--- config.mk ---
export PLATFORM = sky130hd
export DESIGN_NAME = caesar_shift_best_match_decoder_top
export DESIGN_NICKNAME = d
export VERILOG_FILES = /design/src/rtl/csbm_pkg.sv /design/src/rtl/csbm_front.sv /design/src/rtl/csbm_fifo.sv /design/src/rtl/csbm_back.sv /design/src/rtl/caesar_shift_best_match_decoder_top.sv
export SDC_FILE = /design/constraint.sdc
export NUM_CORES = 1
export LEC_CHECK = 0
export ABC_AREA = 0
export BUFFER_PORTS_ARGS = -buffer_cell sky130_fd_sc_hd__buf_2
export CAP_MARGIN = 10
export CORE_ASPECT_RATIO = 0.5
export CORE_MARGIN = 2
export CORE_UTILIZATION = 57
export CTS_CLUSTER_DIAMETER = 40
export DETAILED_ROUTE_END_ITERATION = 8
export GPL_TIMING_DRIVEN = 0
export HOLD_SLACK_MARGIN = 0.1
export PLACE_DENSITY = 0.79
export SETUP_SLACK_MARGIN = 0.5
export SLEW_MARGIN = 25
export SYNTH_ARGS = -nofsm -noshare
export SYNTH_HDL_FRONTEND = slang
export SYNTH_SLANG_ARGS = --single-unit
--- constraint.sdc ---
create_clock -name aclk -period 4 [get_ports aclk]
set_clock_uncertainty 0.05 [all_clocks]
set_input_delay 0.2 -clock aclk [delete_from_list [all_inputs] [get_ports aclk]]
set_output_delay 0.2 -clock aclk [all_outputs]
set_load 0.03 [all_outputs]
--- src/rtl/csbm_pkg.sv ---
// Shared types, constants and helpers for the Caesar shift search decoder.
`timescale 1ns / 1ps

package csbm_pkg;

    localparam int MAX_LEN_DEF     = 64;
    localparam int QUEUE_DEPTH_DEF = 4;

    localparam int ALPHA  = 52;
    localparam int BIN_W  = 6;
    localparam int CHAR_W = 8;
    localparam int HIST_W = 7;
    localparam int FUNC_W = 2;
    localparam int STAT_W = 2;

    localparam logic [HIST_W-1:0] HIST_SAT  = 7'd127;
    localparam logic [BIN_W-1:0]  BIN_LAST  = 6'd51;
    localparam logic [BIN_W-1:0]  SCAN_DONE = 6'd52;
    localparam logic [BIN_W-1:0]  HALF_ALPHA = 6'd26;

    localparam logic [CHAR_W-1:0] CHR_UA = 8'h41;
    localparam logic [CHAR_W-1:0] CHR_UZ = 8'h5A;
    localparam logic [CHAR_W-1:0] CHR_LA = 8'h61;
    localparam logic [CHAR_W-1:0] CHR_LZ = 8'h7A;

    // command codes on the input tuser
    localparam logic [FUNC_W-1:0] FN_CIPHER = 2'd0;
    localparam logic [FUNC_W-1:0] FN_REF    = 2'd1;
    localparam logic [FUNC_W-1:0] FN_END    = 2'd2;

    // result status codes
    localparam logic [STAT_W-1:0] STAT_OK       = 2'd0;
    localparam logic [STAT_W-1:0] STAT_BAD_CHAR = 2'd1;
    localparam logic [STAT_W-1:0] STAT_LENGTH   = 2'd2;

    // classified command between front end and engine
    typedef struct packed {
        logic [FUNC_W-1:0] func;
        logic              is_letter;
        logic [BIN_W-1:0]  idx;
    } cmd_t;

    typedef enum logic [2:0] {
        BK_IDLE,
        BK_REF_HIST,
        BK_REF_WR,
        BK_END,
        BK_SCAN,
        BK_EMIT_RD,
        BK_EMIT_OUT
    } bk_state_t;

    // reduce a sum below 2*ALPHA into 0..ALPHA-1
    function automatic logic [BIN_W-1:0] mod_alpha(input logic [BIN_W:0] v);
        logic [BIN_W:0] r;
        r = (v >= (BIN_W+1)'(ALPHA)) ? v - (BIN_W+1)'(ALPHA) : v;
        return r[BIN_W-1:0];
    endfunction

    // letter index back to ASCII
    function automatic logic [CHAR_W-1:0] index_char(input logic [BIN_W-1:0] k);
        logic [CHAR_W-1:0] r;
        r = (k < HALF_ALPHA) ? CHR_UA + CHAR_W'(k)
                             : CHR_LA + CHAR_W'(k) - CHAR_W'(HALF_ALPHA);
        return r;
    endfunction

endpackage

--- src/rtl/csbm_front.sv ---
// Front end: takes input words, classifies the character, queues a command.
`timescale 1ns / 1ps

module csbm_front import csbm_pkg::*; (
    input  logic              s_tvalid,
    output logic              s_tready,
    input  logic [CHAR_W-1:0] s_tdata,   // [7:0] in_char
    input  logic [FUNC_W-1:0] s_tuser,   // [1:0] func
    input  logic              q_full,
    output logic              q_push,
    output cmd_t              q_cmd
);

    logic is_upper;
    logic is_lower;

    assign is_upper = (s_tdata >= CHR_UA) && (s_tdata <= CHR_UZ);
    assign is_lower = (s_tdata >= CHR_LA) && (s_tdata <= CHR_LZ);

    assign s_tready = !q_full;

    // unused code 3 is taken and dropped here
    assign q_push = s_tvalid && !q_full &&
                    ((s_tuser == FN_CIPHER) || (s_tuser == FN_REF) || (s_tuser == FN_END));

    always_comb begin
        q_cmd.func      = s_tuser;
        q_cmd.is_letter = is_upper || is_lower;
        if (is_upper) begin
            q_cmd.idx = BIN_W'(s_tdata - CHR_UA);
        end else if (is_lower) begin
            q_cmd.idx = BIN_W'(s_tdata - CHR_LA + CHAR_W'(HALF_ALPHA));
        end else begin
            q_cmd.idx = '0;
        end
    end

endmodule

--- src/rtl/csbm_fifo.sv ---
// Command queue between the front end and the engine.
`timescale 1ns / 1ps

module csbm_fifo import csbm_pkg::*; #(
    parameter int DEPTH = QUEUE_DEPTH_DEF
) (
    input  logic aclk,
    input  logic aresetn,
    input  logic push,
    input  cmd_t push_cmd,
    output logic full,
    input  logic pop,
    output logic valid,
    output cmd_t pop_cmd
);

    localparam int PTR_W = (DEPTH > 1) ? $clog2(DEPTH) : 1;
    localparam int CNT_W = $clog2(DEPTH + 1);

    cmd_t             mem_reg [DEPTH];
    logic [PTR_W-1:0] wr_ptr_reg, wr_ptr_next;
    logic [PTR_W-1:0] rd_ptr_reg, rd_ptr_next;
    logic [CNT_W-1:0] cnt_reg, cnt_next;
    logic             do_push, do_pop;

    assign full    = (cnt_reg == CNT_W'(DEPTH));
    assign valid   = (cnt_reg != '0);
    assign pop_cmd = mem_reg[rd_ptr_reg];
    assign do_push = push && !full;
    assign do_pop  = pop && valid;

    always_comb begin
        wr_ptr_next = wr_ptr_reg;
        rd_ptr_next = rd_ptr_reg;
        cnt_next    = cnt_reg;
        if (do_push) begin
            wr_ptr_next = (wr_ptr_reg == PTR_W'(DEPTH - 1)) ? '0 : wr_ptr_reg + 1'b1;
        end
        if (do_pop) begin
            rd_ptr_next = (rd_ptr_reg == PTR_W'(DEPTH - 1)) ? '0 : rd_ptr_reg + 1'b1;
        end
        if (do_push && !do_pop) begin
            cnt_next = cnt_reg + 1'b1;
        end else if (do_pop && !do_push) begin
            cnt_next = cnt_reg - 1'b1;
        end
    end

    always_ff @(posedge aclk) begin
        if (!aresetn) begin
            wr_ptr_reg <= '0;
            rd_ptr_reg <= '0;
            cnt_reg    <= '0;
        end else begin
            wr_ptr_reg <= wr_ptr_next;
            rd_ptr_reg <= rd_ptr_next;
            cnt_reg    <= cnt_next;
        end
    end

    always_ff @(posedge aclk) begin
        if (do_push) begin
            mem_reg[wr_ptr_reg] <= push_cmd;
        end
    end

endmodule

--- src/rtl/csbm_back.sv ---
// Engine: cipher store, shift histogram, best-shift scan and result output.
`timescale 1ns / 1ps

module csbm_back import csbm_pkg::*; #(
    parameter int MAX_LEN = MAX_LEN_DEF
) (
    input  logic              aclk,
    input  logic              aresetn,
    input  logic              q_valid,
    input  cmd_t              q_cmd,
    output logic              q_pop,
    output logic              m_tvalid,
    input  logic              m_tready,
    output logic [CHAR_W-1:0] m_tdata,   // [7:0] out_char
    output logic [STAT_W-1:0] m_tuser,   // [1:0] status
    output logic              m_tlast
);

    localparam int LEN_W  = $clog2(MAX_LEN + 1);
    localparam int ADDR_W = (MAX_LEN > 1) ? $clog2(MAX_LEN) : 1;

    bk_state_t state_reg, state_next;

    logic [LEN_W-1:0]  cipher_len_reg, cipher_len_next;
    logic [LEN_W-1:0]  ref_len_reg, ref_len_next;
    logic              bad_reg, bad_next;
    logic              ovf_reg, ovf_next;
    logic [ALPHA-1:0]  hist_vld_reg, hist_vld_next;
    logic [BIN_W-1:0]  ref_idx_reg, ref_idx_next;
    logic [BIN_W-1:0]  bin_reg, bin_next;
    logic [BIN_W-1:0]  scan_cnt_reg, scan_cnt_next;
    logic              cmp_en_reg, cmp_en_next;
    logic [BIN_W-1:0]  cmp_bin_reg, cmp_bin_next;
    logic [HIST_W-1:0] best_cnt_reg, best_cnt_next;
    logic [BIN_W-1:0]  best_bin_reg, best_bin_next;
    logic [LEN_W-1:0]  emit_cnt_reg, emit_cnt_next;
    logic              m_valid_reg, m_valid_next;
    logic [CHAR_W-1:0] m_char_reg, m_char_next;
    logic [STAT_W-1:0] m_stat_reg, m_stat_next;
    logic              m_last_reg, m_last_next;

    // memories
    logic [BIN_W-1:0]  cipher_mem [MAX_LEN];
    logic [BIN_W-1:0]  cipher_q_reg;
    logic [HIST_W-1:0] hist_mem [ALPHA];
    logic [HIST_W-1:0] hist_q_reg;
    logic              hist_qv_reg;

    logic              cipher_we, cipher_re;
    logic [ADDR_W-1:0] cipher_wa, cipher_ra;
    logic [BIN_W-1:0]  cipher_wd;
    logic              hist_we, hist_re;
    logic [BIN_W-1:0]  hist_wa, hist_ra;
    logic [HIST_W-1:0] hist_wd;

    logic              out_free, out_load, run_clear;
    logic              run_err_len, run_err;
    logic              ref_vote, emit_last;
    logic [HIST_W-1:0] hist_val;
    logic [BIN_W-1:0]  ref_bin, out_bin;

    assign out_free    = !m_valid_reg || m_tready;
    assign run_err_len = ovf_reg || (cipher_len_reg == '0) || (cipher_len_reg != ref_len_reg);
    assign run_err     = run_err_len || bad_reg;
    assign ref_vote    = (ref_len_reg < LEN_W'(MAX_LEN)) && q_cmd.is_letter &&
                         (ref_len_reg < cipher_len_reg);
    assign emit_last   = (LEN_W'(emit_cnt_reg + 1'b1) == cipher_len_reg);
    assign hist_val    = hist_qv_reg ? hist_q_reg : '0;
    assign ref_bin     = mod_alpha({1'b0, ref_idx_reg} + (BIN_W+1)'(ALPHA) - {1'b0, cipher_q_reg});
    assign out_bin     = mod_alpha({1'b0, cipher_q_reg} + {1'b0, best_bin_reg});

    assign m_tvalid = m_valid_reg;
    assign m_tdata  = m_char_reg;
    assign m_tuser  = m_stat_reg;
    assign m_tlast  = m_last_reg;

    // next state
    always_comb begin
        state_next = state_reg;
        unique case (state_reg)
            BK_IDLE: begin
                if (q_valid && (q_cmd.func == FN_END)) begin
                    state_next = BK_END;
                end else if (q_valid && (q_cmd.func == FN_REF) && ref_vote) begin
                    state_next = BK_REF_HIST;
                end
            end
            BK_REF_HIST: state_next = BK_REF_WR;
            BK_REF_WR:   state_next = BK_IDLE;
            BK_END: begin
                if (!run_err) begin
                    state_next = BK_SCAN;
                end else if (out_free) begin
                    state_next = BK_IDLE;
                end
            end
            BK_SCAN: begin
                if (scan_cnt_reg == SCAN_DONE) begin
                    state_next = BK_EMIT_RD;
                end
            end
            BK_EMIT_RD:  state_next = BK_EMIT_OUT;
            BK_EMIT_OUT: begin
                if (out_free) begin
                    state_next = emit_last ? BK_IDLE : BK_EMIT_RD;
                end
            end
            default: state_next = BK_IDLE;
        endcase
    end

    // datapath and memory controls
    always_comb begin
        cipher_len_next = cipher_len_reg;
        ref_len_next    = ref_len_reg;
        bad_next        = bad_reg;
        ovf_next        = ovf_reg;
        hist_vld_next   = hist_vld_reg;
        ref_idx_next    = ref_idx_reg;
        bin_next        = bin_reg;
        scan_cnt_next   = scan_cnt_reg;
        cmp_en_next     = 1'b0;
        cmp_bin_next    = cmp_bin_reg;
        best_cnt_next   = best_cnt_reg;
        best_bin_next   = best_bin_reg;
        emit_cnt_next   = emit_cnt_reg;
        m_char_next     = m_char_reg;
        m_stat_next     = m_stat_reg;
        m_last_next     = m_last_reg;
        q_pop           = 1'b0;
        cipher_we       = 1'b0;
        cipher_wa       = cipher_len_reg[ADDR_W-1:0];
        cipher_wd       = q_cmd.is_letter ? q_cmd.idx : '0;
        cipher_re       = 1'b0;
        cipher_ra       = emit_cnt_reg[ADDR_W-1:0];
        hist_we         = 1'b0;
        hist_wa         = bin_reg;
        hist_wd         = hist_val + 1'b1;
        hist_re         = 1'b0;
        hist_ra         = ref_bin;
        out_load        = 1'b0;
        run_clear       = 1'b0;

        unique case (state_reg)
            BK_IDLE: begin
                q_pop = q_valid;
                if (q_valid) begin
                    unique case (q_cmd.func)
                        FN_CIPHER: begin
                            if (cipher_len_reg >= LEN_W'(MAX_LEN)) begin
                                ovf_next = 1'b1;
                            end else begin
                                cipher_we       = 1'b1;
                                cipher_len_next = cipher_len_reg + 1'b1;
                                if (!q_cmd.is_letter) begin
                                    bad_next = 1'b1;
                                end
                            end
                        end
                        FN_REF: begin
                            if (ref_len_reg >= LEN_W'(MAX_LEN)) begin
                                ovf_next = 1'b1;
                            end else begin
                                ref_len_next = ref_len_reg + 1'b1;
                                if (!q_cmd.is_letter) begin
                                    bad_next = 1'b1;
                                end
                                // vote only for a reference letter that has a cipher character at its position
                                if (ref_vote) begin
                                    cipher_re    = 1'b1;
                                    cipher_ra    = ref_len_reg[ADDR_W-1:0];
                                    ref_idx_next = q_cmd.idx;
                                end
                            end
                        end
                        default: begin
                        end
                    endcase
                end
            end
            BK_REF_HIST: begin
                hist_re  = 1'b1;
                hist_ra  = ref_bin;
                bin_next = ref_bin;
            end
            BK_REF_WR: begin
                if (hist_val < HIST_SAT) begin
                    hist_we                = 1'b1;
                    hist_vld_next[bin_reg] = 1'b1;
                end
            end
            BK_END: begin
                scan_cnt_next = '0;
                best_cnt_next = '0;
                best_bin_next = '0;
                emit_cnt_next = '0;
                if (run_err && out_free) begin
                    out_load    = 1'b1;
                    run_clear   = 1'b1;
                    m_char_next = '0;
                    m_stat_next = run_err_len ? STAT_LENGTH : STAT_BAD_CHAR;
                    m_last_next = 1'b1;
                end
            end
            BK_SCAN: begin
                // compare the bin read last cycle; strict > keeps the smallest shift
                if (cmp_en_reg && (hist_val > best_cnt_reg)) begin
                    best_cnt_next = hist_val;
                    best_bin_next = cmp_bin_reg;
                end
                // shifts 1..52 map to bins 1..51 then 0
                if (scan_cnt_reg != SCAN_DONE) begin
                    hist_re       = 1'b1;
                    hist_ra       = (scan_cnt_reg == BIN_LAST) ? '0 : scan_cnt_reg + 1'b1;
                    cmp_en_next   = 1'b1;
                    cmp_bin_next  = hist_ra;
                    scan_cnt_next = scan_cnt_reg + 1'b1;
                end
            end
            BK_EMIT_RD: begin
                cipher_re = 1'b1;
                cipher_ra = emit_cnt_reg[ADDR_W-1:0];
            end
            BK_EMIT_OUT: begin
                if (out_free) begin
                    out_load      = 1'b1;
                    m_char_next   = index_char(out_bin);
                    m_stat_next   = STAT_OK;
                    m_last_next   = emit_last;
                    emit_cnt_next = emit_cnt_reg + 1'b1;
                    run_clear     = emit_last;
                end
            end
            default: begin
            end
        endcase

        if (run_clear) begin
            cipher_len_next = '0;
            ref_len_next    = '0;
            bad_next        = 1'b0;
            ovf_next        = 1'b0;
            hist_vld_next   = '0;
        end

        m_valid_next = out_load ? 1'b1 : (m_tready ? 1'b0 : m_valid_reg);
    end

    always_ff @(posedge aclk) begin
        if (!aresetn) begin
            state_reg      <= BK_IDLE;
            cipher_len_reg <= '0;
            ref_len_reg    <= '0;
            bad_reg        <= 1'b0;
            ovf_reg        <= 1'b0;
            hist_vld_reg   <= '0;
            cmp_en_reg     <= 1'b0;
            scan_cnt_reg   <= '0;
            emit_cnt_reg   <= '0;
            m_valid_reg    <= 1'b0;
        end else begin
            state_reg      <= state_next;
            cipher_len_reg <= cipher_len_next;
            ref_len_reg    <= ref_len_next;
            bad_reg        <= bad_next;
            ovf_reg        <= ovf_next;
            hist_vld_reg   <= hist_vld_next;
            cmp_en_reg     <= cmp_en_next;
            scan_cnt_reg   <= scan_cnt_next;
            emit_cnt_reg   <= emit_cnt_next;
            m_valid_reg    <= m_valid_next;
        end
    end

    always_ff @(posedge aclk) begin
        ref_idx_reg  <= ref_idx_next;
        bin_reg      <= bin_next;
        cmp_bin_reg  <= cmp_bin_next;
        best_cnt_reg <= best_cnt_next;
        best_bin_reg <= best_bin_next;
        m_char_reg   <= m_char_next;
        m_stat_reg   <= m_stat_next;
        m_last_reg   <= m_last_next;
    end

    always_ff @(posedge aclk) begin
        if (cipher_we) begin
            cipher_mem[cipher_wa] <= cipher_wd;
        end
        if (cipher_re) begin
            cipher_q_reg <= cipher_mem[cipher_ra];
        end
    end

    // bins never written since the last clear read as zero via hist_vld_reg
    always_ff @(posedge aclk) begin
        if (hist_we) begin
            hist_mem[hist_wa] <= hist_wd;
        end
        if (hist_re) begin
            hist_q_reg  <= hist_mem[hist_ra];
            hist_qv_reg <= hist_vld_reg[hist_ra];
        end
    end

    a_hist_wr_only_in_update: assert property (@(posedge aclk) disable iff (!aresetn)
        hist_we |-> (state_reg == BK_REF_WR))
        else $error("histogram written outside the update step");

    a_len_bound: assert property (@(posedge aclk) disable iff (!aresetn)
        (cipher_len_reg <= LEN_W'(MAX_LEN)) && (ref_len_reg <= LEN_W'(MAX_LEN)))
        else $error("length counter past MAX_LEN");

    a_no_result_overwrite: assert property (@(posedge aclk) disable iff (!aresetn)
        out_load |-> out_free)
        else $error("pending result overwritten");

    a_clear_after_run: assert property (@(posedge aclk) disable iff (!aresetn)
        run_clear |=> ((cipher_len_reg == '0) && (ref_len_reg == '0) && (hist_vld_reg == '0)))
        else $error("run state not cleared after end");

    a_pop_only_idle: assert property (@(posedge aclk) disable iff (!aresetn)
        q_pop |-> ((state_reg == BK_IDLE) && q_valid))
        else $error("command taken while engine busy");

endmodule

--- src/rtl/caesar_shift_best_match_decoder_top.sv ---
// Top level of the Caesar shift search decoder.
`timescale 1ns / 1ps

// Usage
//   Input stream (s_*): one word per command. s_tuser carries the command
//   (load cipher char, load reference char, end and decode), s_tdata the
//   ASCII character. Load cipher text first, then the reference text, then
//   send end. Code 3 is taken and ignored.
//   Output stream (m_*): after end, either one status word (m_tuser nonzero,
//   m_tdata zero, m_tlast high) or the decoded text, one letter per word,
//   m_tlast on the final letter.
//   Front end classifies each word into a small command queue; s_tready is
//   low only while that queue is full.
//   Engine steps per command: a cipher or reference load is taken in the idle
//   state; a vote adds a store read, a bin read and a bin write. An end with
//   an error loads its status word; an end with a decode runs the histogram
//   scan (one bin read per cycle, one compare stage), then a store read and an
//   output step per letter through the single read port of the cipher store.
//   Each word is written into the queue before the engine can see it.
//   Reset clears the queue, counts, flags and histogram at once; there is no
//   clearing pass. A stall on m_tready holds the result register and the
//   engine waits on it; the queue keeps taking input until it fills.
module caesar_shift_best_match_decoder_top import csbm_pkg::*; #(
    parameter int MAX_LEN     = MAX_LEN_DEF,
    parameter int QUEUE_DEPTH = QUEUE_DEPTH_DEF
) (
    input  logic              aclk,
    input  logic              aresetn,
    input  logic              s_tvalid,
    output logic              s_tready,
    input  logic [CHAR_W-1:0] s_tdata,   // [7:0] in_char
    input  logic [FUNC_W-1:0] s_tuser,   // [1:0] func
    output logic              m_tvalid,
    input  logic              m_tready,
    output logic [CHAR_W-1:0] m_tdata,   // [7:0] out_char
    output logic [STAT_W-1:0] m_tuser,   // [1:0] status
    output logic              m_tlast
);

    logic q_full, q_push, q_valid, q_pop;
    cmd_t q_in_cmd, q_out_cmd;

    // classify and enqueue
    csbm_front u_front (
        .s_tvalid (s_tvalid),
        .s_tready (s_tready),
        .s_tdata  (s_tdata),
        .s_tuser  (s_tuser),
        .q_full   (q_full),
        .q_push   (q_push),
        .q_cmd    (q_in_cmd)
    );

    // decouples input acceptance from the engine
    csbm_fifo #(
        .DEPTH (QUEUE_DEPTH)
    ) u_fifo (
        .aclk     (aclk),
        .aresetn  (aresetn),
        .push     (q_push),
        .push_cmd (q_in_cmd),
        .full     (q_full),
        .pop      (q_pop),
        .valid    (q_valid),
        .pop_cmd  (q_out_cmd)
    );

    // store, vote, scan, emit
    csbm_back #(
        .MAX_LEN (MAX_LEN)
    ) u_back (
        .aclk     (aclk),
        .aresetn  (aresetn),
        .q_valid  (q_valid),
        .q_cmd    (q_out_cmd),
        .q_pop    (q_pop),
        .m_tvalid (m_tvalid),
        .m_tready (m_tready),
        .m_tdata  (m_tdata),
        .m_tuser  (m_tuser),
        .m_tlast  (m_tlast)
    );

endmodule

==> impl_results.md <==
* Synth top area cells: edfxtp_1 (64%), dfxtp_1 (4.8%), nand2_1 (3.8%)
* Final Cell Area at between 40000 and 50000 µm²
* Flops & latches, synth at between 900 and 1000
* ANT nets after route at 0
* Fraction of the cycle the final worst path needs at 105%
* Detailed Route Iter0 Violations at approximately 3300
* Initial Utilization at a little under three fifths
* Clock tree sinks at about 940
* Drt first pass iters at 8
* Gr ovfl total at 0
* Syn_area_per_cell at 13.6 µm²
* Htree depth at 3
* Top cell by count, worst path: buf_12
* Filler cells at around 4400
* Max clock buf depth at 3
* Die span in y at around 190 µm
* Die width at approximately 380 µm
* Period minus WS final at between 4000 and 5000 ps
* Post-Synthesis Cells at 2899
* Synth Cell Area at roughly 39000 µm²
* Pleak at 16.1 nW
* Core Rows at 68
* Hold endpoint: u_fifo.mem_reg[0][3]$_DFFE_PP_
* Final WL at between 100 and 150 mm
* Root Buffer: clkbuf_16
* Layout cells sized above 1 at around 20%
* Final Hold Vio Count at 0
* Clk_lat worst skew at about 650 ps
* WS Path Type: reg2reg
* Largest net degree at the start of global routing at 65
* End of the worst register-to-register path: u_back.cipher_q_reg[0]$_DFFE_PP_
* GRT Resource Usage Total at about 28%
* CP required at ~4300 ps
* RSZ-0062 raised after global routing: yes
* Max incr delay on CP at 540 ps
* Die ar. at a little over 70000 µm²
* FMAX at 0.238 GHz
* CTS tree: yes
* YS warnings at 0
* Post-synthesis cell type count at between 70 and 80
* Element type at the critical path start: register
* CP endpoint kind: register
* Register area share after synthesis at about 69%
* Critical Path AT at between 4000 and 5000 ps
* Peak supply drop at around 330 µV
* Worst hold margin at ~180 ps
* Hold Path Class: in2reg
* Worst hold path depth at 4
* Placed Area at ~41000 µm²
* DRC viols at 0
* Max FFs per register at roughly 380
* Worst-margin pin slew at a little over 1000 ps
* Power density over cell area at approximately 510 nW/µm²
* Worst-path clk slew at 60 ps
* Core area at 68700 µm²
* Reg2reg path depth at 14
* RePlAce Congestion at 0.978
* Post-synth top area share at 64.0%
* CP max-delay cell: mux4_2
* Nets@finish at roughly 3200
* First-pass GRT wire length at between 100 and 150 mm
* I/O pins at 27
* Vias at roughly 26000
* Post-Place Cells at about 3800
* Hpwl dp at roughly 64 mm
* Outcome: finished, violations left
* Violations in the final reports: setup timing
* Max-Cap Viols at 0
* CP Max Fanout at 5
* Area Overhead vs Synth at 16.9%
* Worst R2R Setup Slack at -200 ps
* Critical-path cell list: buf_12 -> mux4_2 -> or4b_4 -> or4_4 -> buf_6 -> mux2i_4 -> buf_12 -> buf_12 -> buf_8 -> mux2i_1 -> o22ai_1 -> o21ai_1 -> and4_4 -> nand4_1
* Setup ws final at -203 ps
* Most used DFF post-synth: edfxtp_1
* Final std cells w/o fill at 4078
* Yosys top cell by area: edfxtp_1
* Average wire per standard cell at around 25 µm
* Setup TNS at -1520 ps
* Post-synth EDFFs at 840
* Asr flop ratio synth at 0%
* Vias per cell at between 6 and 7
* Initial antenna violation count at 1
* Hold Crit Start: s_tdata[1]
* Final setup violation count at 14
* Syn_nets at approximately 3000
* CTS buffer count at 85
* Vias in the first global route at about 25000
* Dominant cell by count in the synthesized netlist: edfxtp_1
* Max Slew Vio Count at 0
* Worst slew margin at 31.0%
* Post-synth top cells: edfxtp_1 (840), nand2_1 (398), nor2_1 (287)
* Port Buf Inserts at 23
[cell type report]
| type | instances | area (µm²) | share of cell area, % |
|---|---|---|---|
| clock inverter | 46 | 383 | 0.831 |
| sequential | 935 | 27100 | 58.9 |
| multi-input combinational | 1747 | 12500 | 27.1 |
| timing repair buffer | 111 | 1170 | 2.53 |
| inverter | 58 | 218 | 0.472 |
| buffer | 159 | 1210 | 2.63 |
| clock buffer | 110 | 2350 | 5.09 |
| tap | 910 | 1140 | 2.47 |
| antenna | 2 | 5.00 | 0.0109 |
[metrics by stage]
| step | utilization, % | power [W] | setup WS [ps] |
|---|---|---|---|
| 4_1_cts | 66.3 | 0.0234 | -95.1 |
| 5_1_grt | 67.0 | 0.0242 | -231 |
| 2_1_floorplan | - | 0.0137 | 334 |
| 3_5_place_dp | 60.0 | 0.0151 | -925 |
| 3_3_place_gp | 59.5 | 0.0149 | -2610 |
| 6_report | 67.0 | 0.0235 | -203 |
[metal layers]
layer | vias to the layer above | track usage (%) | share of wire (%)
met5 | - | 0 | 0
met4 | 0 | 12.0 | 4.8
met3 | 351 | 5.89 | 9.3
met2 | 1499 | 45.3 | 47
met1 | 12668 | 36.2 | 39
li1 | 11277 | - | -
[where the power goes]
| group | internal, W | switching, W |
|---|---|---|
| sequential | 0.0115 | 0.000103 |
| combinational | 0.00130 | 0.00257 |
| clock | 0.00444 | 0.00361 |
[logic make-up after synthesis]
family | after synthesis | share of synthesized area [%]
DFF | 935 | 68.8
and+or+nand+nor | 1042 | 11.9
adders and majority gates | 60 | 1.95
buffers and inverters | 217 | 2.47
AOI/OAI and AO/OA | 395 | 7.06
muxes | 206 | 6.81
xor gates and xnor gates | 44 | 0.977
[layout by cell type (no fill, tap or decap), types with 27 or more instances in the layout]
master,count
clkbuf_16,97
buf_4,65
o22ai_1,34
mux2i_1,112
a31oi_1,48
clkbuf_1,49
a211oi_1,46
edfxtp_1,840
nor2_2,35
and2_1,65
ha_1,46
dfxtp_1,93
mux4_2,47
inv_1,51
nand2_1,394
buf_2,39
a21oi_1,39
clkbuf_2,48
nand4_1,40
nor2_1,247
xnor2_1,27
nand3_1,104
[critical path: cells and delay by family, from the launching register on]
family	cells	cell delay, ps
compound gates	2	340
buf+inv	5	690
flops	1	340
simple gates	4	1410
mux	3	1020
[what timing repair did]
action	CTS	global route
hold endpoints to repair	27	0
resized for setup	265	98
buffers inserted	45	13
pin swaps	65	34
cloned	7	1
hold buffers	8	0
setup endpoints to repair	439	388
[worst max path at each step]
stage,startpoint,end,slack [ps],cells past startpoint
6_report,register,u_back.cipher_q_reg[0]$_DFFE_PP_,-200,14
4_1_cts,register,u_back.cipher_q_reg[3]$_DFFE_PP_,-100,14
3_5_place_dp,u_back.state_reg[1]$_SDFFE_PN0P_,u_back.hist_q_reg[5]$_DFFE_PP_,-930,14
5_1_grt,register,u_back.cipher_q_reg[0]$_DFFE_PP_,-230,14
3_3_place_gp,u_back.hist_qv_reg$_DFFE_PP_,u_back.hist_mem[20][2]$_DFFE_PP_,-2610,5
2_1_floorplan,u_back.hist_qv_reg$_DFFE_PP_,u_back.hist_mem[0][2]$_DFFE_PP_,330,5
(Power assumes the default switching activity.)
